## src/rtl/ptia_pkg.sv

```systemverilog
`timescale 1ns / 1ps
package ptia_pkg;

   typedef enum logic [2:0] {
      OP_READ  = 3'd0,
      OP_WRITE = 3'd1,
      OP_TICK  = 3'd2,
      OP_CA1   = 3'd3,
      OP_CB1   = 3'd4,
      OP_CB2   = 3'd5,
      OP_PB6   = 3'd6,
      OP_NONE  = 3'd7
   } op_type;

   localparam logic [3:0] REG_ORB       = 4'd0;
   localparam logic [3:0] REG_ORA       = 4'd1;
   localparam logic [3:0] REG_DIR_B     = 4'd2;
   localparam logic [3:0] REG_DIR_A     = 4'd3;
   localparam logic [3:0] REG_T1_CNT_LO = 4'd4;
   localparam logic [3:0] REG_T1_CNT_HI = 4'd5;
   localparam logic [3:0] REG_T1_LAT_LO = 4'd6;
   localparam logic [3:0] REG_T1_LAT_HI = 4'd7;
   localparam logic [3:0] REG_T2_CNT_LO = 4'd8;
   localparam logic [3:0] REG_T2_CNT_HI = 4'd9;
   localparam logic [3:0] REG_SR        = 4'd10;
   localparam logic [3:0] REG_ACR       = 4'd11;
   localparam logic [3:0] REG_PCR       = 4'd12;
   localparam logic [3:0] REG_IFR       = 4'd13;
   localparam logic [3:0] REG_IER       = 4'd14;
   localparam logic [3:0] REG_ORA_NH    = 4'd15;

   localparam logic [6:0] F_CA2 = 7'h01;
   localparam logic [6:0] F_CA1 = 7'h02;
   localparam logic [6:0] F_SR  = 7'h04;
   localparam logic [6:0] F_CB2 = 7'h08;
   localparam logic [6:0] F_CB1 = 7'h10;
   localparam logic [6:0] F_T2  = 7'h20;
   localparam logic [6:0] F_T1  = 7'h40;

   typedef struct packed {
      logic [2:0] operation;
      logic [3:0] reg_addr;
      logic [7:0] write_data;
      logic       line_level;
      logic [7:0] pins_a;
      logic [7:0] pins_b;
   } req_type;

   typedef struct packed {
      logic [7:0] read_data;
      logic [7:0] port_a_out;
      logic [7:0] port_b_out;
      logic       irq_level;
      logic       irq_changed;
   } rsp_type;

endpackage

```

## src/rtl/io_port_timer_interface_adapter.sv

```systemverilog
`timescale 1ns / 1ps
// io port / timer interface adapter
// req channel: one transaction per bus read, bus write, clock tick,
// control-line level change or pb6 pulse (operation field selects which).
// rsp channel: exactly one transaction per request, in order, carrying the
// read byte, both port views, the irq level and an irq-changed flag.
// output: the result is registered, so it shows on rsp in the cycle after
// the request is taken.
// throughput: one request per cycle unless rsp stalls; all register updates
// are done in a single combinational pass from request to result register.
// req_ready is high whenever the result register is empty or is being
// drained in the same cycle, so a stalled receiver stops new requests only
// while its result is still held.
// reset: synchronous, clears all timers, flags and control registers,
// input latches go to all ones and the last control-line levels to one.
module io_port_timer_interface_adapter
   import ptia_pkg::*;
(
   input  logic    clock,
   input  logic    reset,
   input  logic    req_valid,
   output logic    req_ready,
   input  req_type req_data,
   output logic    rsp_valid,
   input  logic    rsp_ready,
   output rsp_type rsp_data
);

   logic    step;
   rsp_type result;

   assign req_ready = !rsp_valid || rsp_ready;
   assign step = req_valid && req_ready;

   ptia_core u_core (
      .clock (clock),
      .reset (reset),
      .step  (step),
      .req   (req_data),
      .rsp   (result)
   );

   ptia_out_reg u_out (
      .clock     (clock),
      .reset     (reset),
      .load      (step),
      .data_in   (result),
      .rsp_ready (rsp_ready),
      .rsp_valid (rsp_valid),
      .rsp_data  (rsp_data)
   );

endmodule

```

## src/rtl/ptia_core.sv

```systemverilog
`timescale 1ns / 1ps
module ptia_core
   import ptia_pkg::*;
(
   input  logic    clock,
   input  logic    reset,
   input  logic    step,
   input  req_type req,
   output rsp_type rsp
);

   logic [7:0]  ora_ff, ora_in, orb_ff, orb_in, ddra_ff, ddra_in, ddrb_ff, ddrb_in;
   logic [7:0]  lata_ff, lata_in, latb_ff, latb_in;
   logic [15:0] t1c_ff, t1c_in, t1l_ff, t1l_in, t2c_ff, t2c_in;
   logic        pb7_ff, pb7_in, t1rp_ff, t1rp_in, t1f_ff, t1f_in, t2f_ff, t2f_in;
   logic [7:0]  t2ll_ff, t2ll_in, sd_ff, sd_in, acr_ff, acr_in, pcr_ff, pcr_in;
   logic [3:0]  sbl_ff, sbl_in;
   logic [8:0]  sph_ff, sph_in;
   logic        srun_ff, srun_in;
   logic [6:0]  ifr_ff, ifr_in, ier_ff, ier_in;
   logic        ca1_ff, ca1_in, cb1_ff, cb1_in, cb2_ff, cb2_in, irql_ff, irql_in;

   always_ff @(posedge clock) begin
      if (reset) begin
         ora_ff <= '0; orb_ff <= '0; ddra_ff <= '0; ddrb_ff <= '0;
         lata_ff <= 8'hFF; latb_ff <= 8'hFF;
         t1c_ff <= '0; t1l_ff <= '0; t2c_ff <= '0;
         pb7_ff <= 1'b0; t1rp_ff <= 1'b0; t1f_ff <= 1'b0; t2f_ff <= 1'b0;
         t2ll_ff <= '0; sd_ff <= '0; acr_ff <= '0; pcr_ff <= '0;
         sbl_ff <= '0; sph_ff <= '0; srun_ff <= 1'b0;
         ifr_ff <= '0; ier_ff <= '0;
         ca1_ff <= 1'b1; cb1_ff <= 1'b1; cb2_ff <= 1'b1; irql_ff <= 1'b0;
      end else if (step) begin
         ora_ff <= ora_in; orb_ff <= orb_in; ddra_ff <= ddra_in; ddrb_ff <= ddrb_in;
         lata_ff <= lata_in; latb_ff <= latb_in;
         t1c_ff <= t1c_in; t1l_ff <= t1l_in; t2c_ff <= t2c_in;
         pb7_ff <= pb7_in; t1rp_ff <= t1rp_in; t1f_ff <= t1f_in; t2f_ff <= t2f_in;
         t2ll_ff <= t2ll_in; sd_ff <= sd_in; acr_ff <= acr_in; pcr_ff <= pcr_in;
         sbl_ff <= sbl_in; sph_ff <= sph_in; srun_ff <= srun_in;
         ifr_ff <= ifr_in; ier_ff <= ier_in;
         ca1_ff <= ca1_in; cb1_ff <= cb1_in; cb2_ff <= cb2_in; irql_ff <= irql_in;
      end
   end

   logic [7:0] view_a, view_b_raw, view_b, rd;
   logic [2:0] mode_old, mode;
   logic [9:0] period;
   logic [8:0] ph_next;
   logic       act, t2_dec, irq;

   assign view_a = acr_ff[0] ? lata_ff : ((ora_ff & ddra_ff) | (req.pins_a & ~ddra_ff));
   assign view_b_raw = acr_ff[1] ? latb_ff
                                 : ((orb_ff & ddrb_ff) | (req.pins_b & ~ddrb_ff));
   assign view_b = acr_ff[7] ? {pb7_ff, view_b_raw[6:0]} : view_b_raw;
   assign mode_old = acr_ff[4:2];

   always_comb begin
      ora_in = ora_ff; orb_in = orb_ff; ddra_in = ddra_ff; ddrb_in = ddrb_ff;
      lata_in = lata_ff; latb_in = latb_ff;
      t1c_in = t1c_ff; t1l_in = t1l_ff; t2c_in = t2c_ff;
      pb7_in = pb7_ff; t1rp_in = t1rp_ff; t1f_in = t1f_ff; t2f_in = t2f_ff;
      t2ll_in = t2ll_ff; sd_in = sd_ff; acr_in = acr_ff; pcr_in = pcr_ff;
      sbl_in = sbl_ff; sph_in = sph_ff; srun_in = srun_ff;
      ifr_in = ifr_ff; ier_in = ier_ff;
      ca1_in = ca1_ff; cb1_in = cb1_ff; cb2_in = cb2_ff;
      rd = '0; act = 1'b0; t2_dec = 1'b0; mode = 3'd0;
      period = 10'd2; ph_next = '0;
      unique case (op_type'(req.operation))
         OP_READ: begin
            unique case (req.reg_addr)
               REG_ORB: begin ifr_in = ifr_ff & ~(F_CB1 | F_CB2); rd = view_b; end
               REG_ORA: begin ifr_in = ifr_ff & ~(F_CA1 | F_CA2); rd = view_a; end
               REG_DIR_B: rd = ddrb_ff;
               REG_DIR_A: rd = ddra_ff;
               REG_T1_CNT_LO: begin ifr_in = ifr_ff & ~F_T1; rd = t1c_ff[7:0]; end
               REG_T1_CNT_HI: rd = t1c_ff[15:8];
               REG_T1_LAT_LO: rd = t1l_ff[7:0];
               REG_T1_LAT_HI: rd = t1l_ff[15:8];
               REG_T2_CNT_LO: begin ifr_in = ifr_ff & ~F_T2; rd = t2c_ff[7:0]; end
               REG_T2_CNT_HI: rd = t2c_ff[15:8];
               REG_SR: begin
                  ifr_in = ifr_ff & ~F_SR;
                  sbl_in = 4'd8;
                  srun_in = (mode_old != 3'd0);
                  rd = sd_ff;
               end
               REG_ACR: rd = acr_ff;
               REG_PCR: rd = pcr_ff;
               REG_IFR: rd = {|(ifr_ff & ier_ff), ifr_ff};
               REG_IER: rd = {1'b1, ier_ff};
               default: rd = view_a;
            endcase
         end
         OP_WRITE: begin
            unique case (req.reg_addr)
               REG_ORB: begin orb_in = req.write_data; ifr_in = ifr_ff & ~(F_CB1 | F_CB2); end
               REG_ORA: begin ora_in = req.write_data; ifr_in = ifr_ff & ~(F_CA1 | F_CA2); end
               REG_DIR_B: ddrb_in = req.write_data;
               REG_DIR_A: ddra_in = req.write_data;
               REG_T1_CNT_LO, REG_T1_LAT_LO: t1l_in = {t1l_ff[15:8], req.write_data};
               REG_T1_CNT_HI: begin
                  t1l_in = {req.write_data, t1l_ff[7:0]};
                  t1c_in = {req.write_data, t1l_ff[7:0]};
                  t1f_in = 1'b0; t1rp_in = 1'b0;
                  ifr_in = ifr_ff & ~F_T1;
                  if (acr_ff[7]) pb7_in = 1'b0;
               end
               REG_T1_LAT_HI: begin
                  t1l_in = {req.write_data, t1l_ff[7:0]};
                  ifr_in = ifr_ff & ~F_T1;
               end
               REG_T2_CNT_LO: t2ll_in = req.write_data;
               REG_T2_CNT_HI: begin
                  t2c_in = {req.write_data, t2ll_ff};
                  t2f_in = 1'b0;
                  ifr_in = ifr_ff & ~F_T2;
               end
               REG_SR: begin
                  sd_in = req.write_data; sbl_in = 4'd8; sph_in = '0;
                  srun_in = (mode_old != 3'd0);
               end
               REG_ACR: begin
                  acr_in = req.write_data;
                  srun_in = (req.write_data[4:2] != 3'd0) && (sbl_ff != 4'd0);
               end
               REG_PCR: pcr_in = req.write_data;
               REG_IFR: ifr_in = ifr_ff & ~req.write_data[6:0];
               REG_IER: ier_in = req.write_data[7] ? (ier_ff | req.write_data[6:0])
                                                   : (ier_ff & ~req.write_data[6:0]);
               default: ora_in = req.write_data;
            endcase
         end
         OP_TICK: begin
            if (t1rp_ff) begin
               t1c_in = t1l_ff; t1rp_in = 1'b0;
            end else if (t1c_ff == 16'd0) begin
               if (acr_ff[6]) begin
                  ifr_in = ifr_in | F_T1;
                  if (acr_ff[7]) pb7_in = ~pb7_ff;
                  t1rp_in = 1'b1;
               end else if (!t1f_ff) begin
                  ifr_in = ifr_in | F_T1;
                  t1f_in = 1'b1;
                  if (acr_ff[7]) pb7_in = 1'b1;
               end
               t1c_in = 16'hFFFF;
            end else begin
               t1c_in = t1c_ff - 16'd1;
            end
            t2_dec = !acr_ff[5];
            mode = mode_old;
            if (srun_ff && mode != 3'd0 && mode != 3'd3 && mode != 3'd7) begin
               if (mode == 3'd1 || mode == 3'd4 || mode == 3'd5)
                  period = {2'b00, t2ll_ff} + 10'd2;
               ph_next = sph_ff + 9'd1;
               if ({1'b0, ph_next} < period) begin
                  sph_in = ph_next;
               end else begin
                  sph_in = '0;
                  if (sbl_ff <= 4'd1) begin
                     ifr_in = ifr_in | F_SR;
                     if (mode == 3'd4) sbl_in = 4'd8;
                     else begin sbl_in = 4'd0; srun_in = 1'b0; end
                  end else begin
                     sbl_in = sbl_ff - 4'd1;
                  end
               end
            end
         end
         OP_CA1: begin
            act = pcr_ff[0] ? (req.line_level && !ca1_ff) : (!req.line_level && ca1_ff);
            ca1_in = req.line_level;
            if (act) begin
               if (acr_ff[0]) lata_in = req.pins_a;
               ifr_in = ifr_ff | F_CA1;
            end
         end
         OP_CB1: begin
            act = pcr_ff[4] ? (req.line_level && !cb1_ff) : (!req.line_level && cb1_ff);
            cb1_in = req.line_level;
            if (act) begin
               if (acr_ff[1]) latb_in = req.pins_b;
               ifr_in = ifr_ff | F_CB1;
               if ((mode_old == 3'd3 || mode_old == 3'd7) && srun_ff && sbl_ff != 4'd0) begin
                  sbl_in = sbl_ff - 4'd1;
                  if (sbl_ff == 4'd1) begin
                     ifr_in = ifr_ff | F_CB1 | F_SR;
                     srun_in = 1'b0;
                  end
               end
            end
         end
         OP_CB2: begin
            act = pcr_ff[6] ? (req.line_level && !cb2_ff) : (!req.line_level && cb2_ff);
            cb2_in = req.line_level;
            if (act && !pcr_ff[7]) ifr_in = ifr_ff | F_CB2;
         end
         OP_PB6: t2_dec = acr_ff[5];
         default: ;
      endcase
      if (t2_dec) begin
         if (t2c_ff == 16'd0) begin
            if (!t2f_ff) begin
               ifr_in = ifr_in | F_T2;
               t2f_in = 1'b1;
            end
            t2c_in = 16'hFFFF;
         end else begin
            t2c_in = t2c_ff - 16'd1;
         end
      end
   end

   // port views use the state after the item
   logic [7:0] na, nbr;
   assign na  = acr_in[0] ? lata_in : ((ora_in & ddra_in) | (req.pins_a & ~ddra_in));
   assign nbr = acr_in[1] ? latb_in : ((orb_in & ddrb_in) | (req.pins_b & ~ddrb_in));
   assign irq = |(ifr_in & ier_in);
   assign irql_in = irq;

   always_comb begin
      rsp.read_data   = rd;
      rsp.port_a_out  = na;
      rsp.port_b_out  = acr_in[7] ? {pb7_in, nbr[6:0]} : nbr;
      rsp.irq_level   = irq;
      rsp.irq_changed = irq ^ irql_ff;
   end

endmodule

```

## src/rtl/ptia_out_reg.sv

```systemverilog
`timescale 1ns / 1ps
module ptia_out_reg
   import ptia_pkg::*;
(
   input  logic    clock,
   input  logic    reset,
   input  logic    load,
   input  rsp_type data_in,
   input  logic    rsp_ready,
   output logic    rsp_valid,
   output rsp_type rsp_data
);

   logic    valid_ff;
   rsp_type data_ff;

   always_ff @(posedge clock) begin
      if (reset) valid_ff <= 1'b0;
      else if (load) valid_ff <= 1'b1;
      else if (rsp_ready) valid_ff <= 1'b0;
   end

   always_ff @(posedge clock) begin
      if (load) data_ff <= data_in;
   end

   assign rsp_valid = valid_ff;
   assign rsp_data  = data_ff;

endmodule

```

## config.mk

```make
export PLATFORM = sky130hd
export DESIGN_NAME = io_port_timer_interface_adapter
export DESIGN_NICKNAME = d
export VERILOG_FILES = /design/src/rtl/ptia_pkg.sv /design/src/rtl/io_port_timer_interface_adapter.sv /design/src/rtl/ptia_core.sv /design/src/rtl/ptia_out_reg.sv
export SDC_FILE = /design/constraint.sdc
export NUM_CORES = 1
export LEC_CHECK = 0
export BUFFER_PORTS_ARGS = -buffer_cell sky130_fd_sc_hd__buf_2
export CAP_MARGIN = 20
export CORE_MARGIN = 5
export CORE_UTILIZATION = 37
export DETAILED_ROUTE_END_ITERATION = 10
export SLEW_MARGIN = 0
export SYNTH_ARGS = -nofsm -noshare
export SYNTH_HDL_FRONTEND = slang
export SYNTH_SLANG_ARGS = --single-unit
```

## constraint.sdc

```tcl
create_clock -name clock -period 4.4 [get_ports clock]
set_clock_uncertainty 0.05 [all_clocks]
set_input_delay 0.88 -clock clock [delete_from_list [all_inputs] [get_ports clock]]
set_output_delay 0.88 -clock clock [all_outputs]
set_load 0.02 [all_outputs]
```

==> summary.txt, run 1 <==
Synth
  • Sequential element share of the synthesized area: a little over a third
  • Number of enable flip-flop cells after synthesis: 26
  • Asr flop ratio synth: 0%
  • Mapped Cells: 1438
  • Post-synth top area share: between 20% and 30%
  • Synth area leaders: dfxtp_1 29%, a21oi_1 7.3%, edfxtp_1 7.0%
  • Post-Syn Nets: 1491
  • Synth Register Bits: ~190
  • Commonest cells in the netlist: 179 x nand2_1, 165 x dfxtp_1, 163 x a21oi_1
  • Library cells used by synthesis: between 70 and 80
  • Ys flop type: dfxtp_1
  • Most numerous cell in the Yosys netlist: nand2_1
  • Synth warnings: 0
  • Synth Area per Inst: between 7 and 8 µm²
  • Area leader, netlist: dfxtp_1
  • Synthesized cell area: ~0.011 mm²

Setup path
  • Worst Path Max Fanout: 5
  • Crit. End Element: flip-flop
  • Flop2flop setup slack: approximately 0.6 ns
  • Register-to-Register Path Depth: 13
  • Worst setup SP type: flip-flop
  • Worst EP arrival: just under 4 ns
  • Setup CP Type: flip-flop to flip-flop
  • Worst flop-to-flop path endpoint: u_out.rsp_data[0]
  • Worst r2r src: u_core.sph_ff[0]
  • CP required: about 4.5 ns

Routing
  • Post-route ant nets: 0
  • DR DRC count: 0
  • 1st-pass router iterations: 9
  • Total wire length: just under 40000 µm
  • Via count: 11300
  • Drt wl/cell: ~21 µm
  • Vias per std cell: 6.08
  • Number of DRC markers in iteration 0: 1129

CTS
  • Worst-path clk slew: roughly 0.070 ns
  • Clock Path Buffers: 2
  • Clk_lat worst skew: 0.46 ns
  • PostCTS Resize Cnt: 0
  • Number of buffers created by CTS: 17
  • Setup Buffers After CTS: 0
  • Htree depth: 4
  • Root buffer selected by CTS: clkbuf_16
  • Hold buffers post-CTS: 0
  • Clock tree sinks: between 150 and 200
  • TritonCTS clock tree: done

Place
  • Placement-stage worst setup slack: about 0.68 ns
  • Placed cell count: roughly 1800
  • HPWL after DPL: around 28000 µm
  • GP Congestion: 0.997
  • Port bufs: 63

Global route
  • Vias in the first global route: around 10000
  • Largest net degree at the start of global routing: 74
  • GRT overflow: 0
  • Total track usage: ~23%
  • First-pass GRT wire length: approximately 61000 µm
  • Initial antenna violation count: 4

Min path
  • Worst hold start: u_core.sd_ff[7]
  • WHS Path Cells: 2
  • HP Class: flip-flop to flip-flop
  • Worst Hold Endpoint: u_core.sd_ff[7]

Flow run
  • Maximum capacitance violations: 0

Timing
  • Max_slew headroom: between 30% and 40%
  • Max Slew Vio Count: 0
  • Least-Margin Pin Slew: around 0.91 ns
  • Post-route setup slack: about 0.61 ns
  • Period minus WS final: 3.79 ns
  • TNS Setup: 0 ns
  • Setup Viol. Count Final: 0
  • Fmax: 264 MHz
  • Final Hold Violating Endpoints: 0
  • Tcrit/Tclk final: ~86%
  • RSZ-0062 raised after global routing: false

Floorplan
  • Starting density of the core: between 30% and 40%
  • Die W: roughly 180 µm
  • Die area: ~0.034 mm²
  • IO Count: 64
  • Die height: roughly 180 µm
  • Row cnt: 63
  • Core area: 0.0298 mm²

Pwr
  • Leak Pwr: approximately 4.7 nW
  • Peak supply drop: 0.000277 V
  • Power Dens Cells: ~330 mW/mm²

Cells and area
  • Post-layout util: approximately two fifths
  • Final nets: between 1500 and 2000
  • Fraction of layout cells with a size suffix above 1: roughly 11%
  • Finished Layout Cells: around 1900
  • Area growth, synth to finish: 11.4%

Run status
  • Status: completed
-- state kept, by name (all words and copies together) (netlist names), 4 cells and up --
signal and count:
u_core.ddra_ff 8, u_core.lata_ff 8, u_core.ora_ff 8, u_core.ddrb_ff 8, u_core.acr_ff 8, u_core.t1c_ff 16
u_core.ier_ff 7, u_core.sd_ff 8, u_core.orb_ff 8, u_core.t2c_ff 16, u_core.sph_ff 9, u_core.t2ll_ff 8
u_core.latb_ff 8, u_out.rsp_data 26, u_core.sbl_ff 4, u_core.ifr_ff 7, u_core.t1l_ff 16, u_core.pcr_ff 8
-- cell usage in the layout, fill, tap and decap left out, types with 5 or more instances in the layout --
master and count:
a211o_1 20, a211oi_1 43, a21o_1 5, a21oi_1 163, a221oi_1 6, a22oi_1 16, a31oi_1 13, a32oi_1 8
and2_1 6, and3_1 9, buf_2 62, buf_4 39, clkbuf_16 17, dfxtp_1 165, edfxtp_1 26, ha_1 17
inv_1 17, inv_6 5, mux2_2 7, mux2i_1 76, nand2_1 179, nand2b_1 12, nand3_1 75, nand3b_1 16
nor2_1 150, nor2b_1 30, nor3_1 39, nor3b_1 8, nor4_1 10, o211ai_1 11, o21ai_0 65, o221ai_1 5
o22ai_1 23, o31ai_1 5, or2_2 5, xnor2_1 9, xor2_1 13
-- how the worst max path moves through the flow --
stage / start / cells past startpoint / endpoint / slack, ns
after floorplan: u_core.sph_ff[0] / 13 / u_out.rsp_data[0] / 1.15
after global placement: u_core.sph_ff[0] / 13 / u_out.rsp_data[0] / 0.76
after detailed placement: u_core.sph_ff[0] / 13 / u_out.rsp_data[0] / 0.68
after CTS: u_core.sph_ff[0] / 13 / u_out.rsp_data[0] / 0.65
after global routing: u_core.sph_ff[0] / 13 / u_out.rsp_data[0] / 0.29
final: u_core.sph_ff[0] / 13 / u_out.rsp_data[0] / 0.61
-- final cells by class --
class                      count  area (µm²)
multi-input combinational   1118        6650
timing repair buffer         102         623
fill                        3057       17300
antenna                        1        2.50
clock inverter                14         166
tap                          390         488
sequential                   191        4080
inverter                      18        68.8
clock buffer                  18         429
-- per-layer routing --
layer / wire length (µm) / global-route usage [%] / up-vias
met4: 1250 / 8.07 / 6
met2: 17800 / 35.8 / 499
met1: 17000 / 31.3 / 5396
met5: 41 / 0 / -
met3: 3490 / 4.72 / 94
li1: - / - / 5257
-- worst max-delay path: stages, from the launching register on --
cell and delay [ns]:
dfxtp_1 0.39, ha_1 0.24, and3_1 0.25, and3_1 0.25
nand3_1 0.11, xnor2_1 0.20, ha_1 0.27, nand3_1 0.11
a311oi_1 0.08, a2111oi_2 0.58, nor4_1 0.15, a211oi_1 0.43
o2111ai_2 0.22, xor2_1 0.18
-- logic make-up (layout without fill, tap and decap cells) --
| logic type | count (synthesis) | count (layout) | share of synthesized area, % |
|---|---|---|---|
| other cells | 0 | 1 | 0 |
| xor+xnor | 22 | 22 | 1.72 |
| compound gates | 423 | 423 | 23.8 |
| mux | 83 | 83 | 7.48 |
| buf+inv | 129 | 152 | 4.54 |
| fa+ha+maj | 17 | 17 | 1.89 |
| simple gates | 573 | 573 | 24.2 |
| flops | 191 | 191 | 36.4 |
-- metrics by stage --
| stage | area [µm²] | total power (W) | hold WS, ns |
|---|---|---|---|
| 2_1_floorplan | 11200 | 0.00228 | 0.386 |
| 3_3_place_gp | 11900 | 0.00248 | 0.394 |
| 3_5_place_dp | 11900 | 0.00249 | 0.404 |
| 5_1_grt | 12500 | 0.00424 | 0.438 |
| 6_report | 12500 | 0.00409 | 0.415 |
| 4_1_cts | 12500 | 0.00410 | 0.413 |
-- power by group --
part | internal (W) | switching, W | leakage, nW
combinational | 0.000188 | 0.000389 | 2.78
clock | 0.000859 | 0.000774 | 0.290
sequential | 0.00182 | 0.0000615 | 1.59
No activity file was read; power rests on OpenSTA's default activity.
==> run 2: changes to the inputs <==
--- a/config.mk
+++ b/config.mk
@@ -10,6 +10,8 @@
 export CORE_MARGIN = 5
 export CORE_UTILIZATION = 37
 export DETAILED_ROUTE_END_ITERATION = 10
+export GPL_TIMING_DRIVEN = 0
+export MAX_ROUTING_LAYER = met4
 export SLEW_MARGIN = 0
 export SYNTH_ARGS = -nofsm -noshare
 export SYNTH_HDL_FRONTEND = slang
==> run 2 against run 1 <==
- routed wire length grew 20%
- via count grew 5.4%
- combinational power grew 9.0%
- flip-flop and latch count is the same
- fmax shrank 12%
- final area grew 0.50%
- setup slack lost 0.52 ns
- sequential power is essentially flat
- hold slack lost 0.00087 ns
- die area is the same
- final cell count grew 3.2%
- clock power is essentially flat
==> summary.txt, run 2 (synthesis results as in run 1) <==
Timing
  • Max_slew headroom: 26.1%
  • Max Slew Vio Count: 0
  • Final Hold Violating Endpoints: 0
  • Tcrit/Tclk final: between 90% and 100%
  • Period minus WS final: ~4.3 ns
  • Least-Margin Pin Slew: 1.10 ns
  • TNS Setup: 0 ns
  • Setup Viol. Count Final: 0
  • Fmax: 232 MHz
  • RSZ-0062 raised after global routing: false

Min path
  • HP Class: flip-flop to flip-flop

Setup path
  • Worst Path Max Fanout: 10
  • CP max stage delay: between 0.9 and 1 ns
  • Slowest-stage cell, CP: mux2i_1
  • Worst r2r src: u_core.sph_ff[0]
  • WP buf/inv: 2
  • Crit. End Element: flip-flop
  • Cell Chain, Critical Path: clkbuf_1 > nor2_2 > nand2_1 > nor3_1 > mux2i_1 > clkbuf_1 > nand2_1 > a21oi_1 > nor2_1
  • CP required: about 4.6 ns
  • Worst setup SP type: input pin
  • Largest delay share family, worst path: simple AND/OR/NAND/NOR gates
  • Critical path depth in cells: 9
  • Worst flop-to-flop path endpoint: u_out.rsp_data[0]
  • Worst EP arrival: approximately 4.5 ns
  • Register-to-Register Path Depth: 13
  • Flop2flop setup slack: 0.49 ns
  • Crit path from: req_data[30]
  • Setup CP Type: input pin to flip-flop
  • Worst setup path endpoint: u_out.rsp_data[12]

Floorplan
  • Row cnt: 63
  • Starting density of the core: 37.7%
  • IO Count: 64
  • Die height: 184 µm
  • Die area: between 0.03 and 0.04 mm²
  • Core area: 0.0298 mm²
  • Die W: ~180 µm

Run status
  • Status: completed

CTS
  • TritonCTS clock tree: done
  • Hold buffers post-CTS: 0
  • Htree depth: 4
  • Setup Buffers After CTS: 0
  • Clock Path Buffers: 2
  • Number of buffers created by CTS: 17
  • PostCTS Resize Cnt: 0
  • Clk_lat worst skew: between 0.4 and 0.5 ns
  • Root buffer selected by CTS: clkbuf_16
  • Clock tree sinks: around 190
  • Worst-path clk slew: around 0.090 ns

Routing
  • Post-route ant nets: 0
  • Uppermost layer routed: met4
  • Total wire length: between 40000 and 50000 µm
  • Drt wl/cell: between 20 and 25 µm
  • 1st-pass router iterations: 5
  • Vias per std cell: 6.20
  • DR DRC count: 0
  • Number of DRC markers in iteration 0: approximately 1400
  • Routed wl met3: 4870 µm
  • Met1 WL: between 15000 and 20000 µm
  • Metal2 WL: around 21000 µm
  • Via count: 11900

Pwr
  • Power Dens Cells: 331 mW/mm²
  • Peak supply drop: ~0.00025 V
  • Leak Pwr: ~4.6 nW

Flow run
  • Maximum capacitance violations: 0

Global route
  • Total track usage: ~28%
  • Vias in the first global route: between 10000 and 15000
  • Initial antenna violation count: 0
  • GRT overflow: 0
  • Largest net degree at the start of global routing: 36
  • First-pass GRT wire length: around 70000 µm

Place
  • HPWL after DPL: approximately 35000 µm
  • Placed cell area: about 0.012 mm²
  • GP Congestion: 1.04
  • Port bufs: between 50 and 60

Cells and area
  • Max FFs per register: 26
  • Commonest non-fill, non-tap cells in the layout: 179 x nand2_1, 165 x dfxtp_1, 163 x a21oi_1, 151 x nor2_1, 88 x clkbuf_1
  • Fraction of layout cells with a size suffix above 1: about 8.3%
  • Area growth, synth to finish: 12.0%
  • Final nets: ~1600
  • Ant. Diodes: 0
  • Most common cell after layout, fill and taps aside: nand2_1
  • Final instance area: between 0.01 and 0.015 mm²
run 2: worst min path at each step:
stage          depth (start not counted)          endpoint             start
2_1_floorplan                          2  u_core.pcr_ff[5]  u_core.pcr_ff[5]
3_3_place_gp                           2   u_core.sd_ff[6]   u_core.sd_ff[6]
3_5_place_dp                           2   u_core.sd_ff[6]   u_core.sd_ff[6]
4_1_cts                                2   u_core.sd_ff[6]   u_core.sd_ff[6]
5_1_grt                                2   u_core.sd_ff[6]   u_core.sd_ff[6]
6_report                               2   u_core.sd_ff[7]   u_core.sd_ff[7]
run 2: tightest hold or removal path, delay by kind of cell (launching register included):
family	cells	cell delay, ns
flops	1	0.32
compound gates	1	0.05
simple gates	1	0.05
run 2: layout make-up:
cell class / instances / area [µm²]
fillers: 3144 / 17200
multi-input cells: 1118 / 6640
flip-flops and latches: 191 / 4080
well taps: 390 / 488
clock buffers: 19 / 453
plain buffers: 111 / 443
repair buffers: 52 / 260
clock inverters: 13 / 138
inverters: 18 / 67.6
run 2: power by group:
| group | switching (W) | internal, W |
|---|---|---|
| logic | 0.000446 | 0.000183 |
| clock network | 0.000817 | 0.000837 |
| registers | 0.0000521 | 0.00182 |
run 2: routing by layer:
layer,track usage (%),up-vias
met5,-,-
met4,9.38,0
met3,5.33,103
met2,43.2,667
met1,37.2,5723
li1,-,5366
run 2: metrics by stage:
stage	setup WS [ns]	hold slack (ns)	std cells	util (%)	power (W)
CTS	0.197	0.414	1912	42.2	0.00416
finish	0.0950	0.414	1912	42.2	0.00416
floorplan	1.15	0.386	1438	-	0.00228
global placement	-0.183	0.394	1879	40.2	0.00252
detailed placement	-0.190	0.403	1880	40.2	0.00252
global route	0.0644	0.434	1912	42.2	0.00428
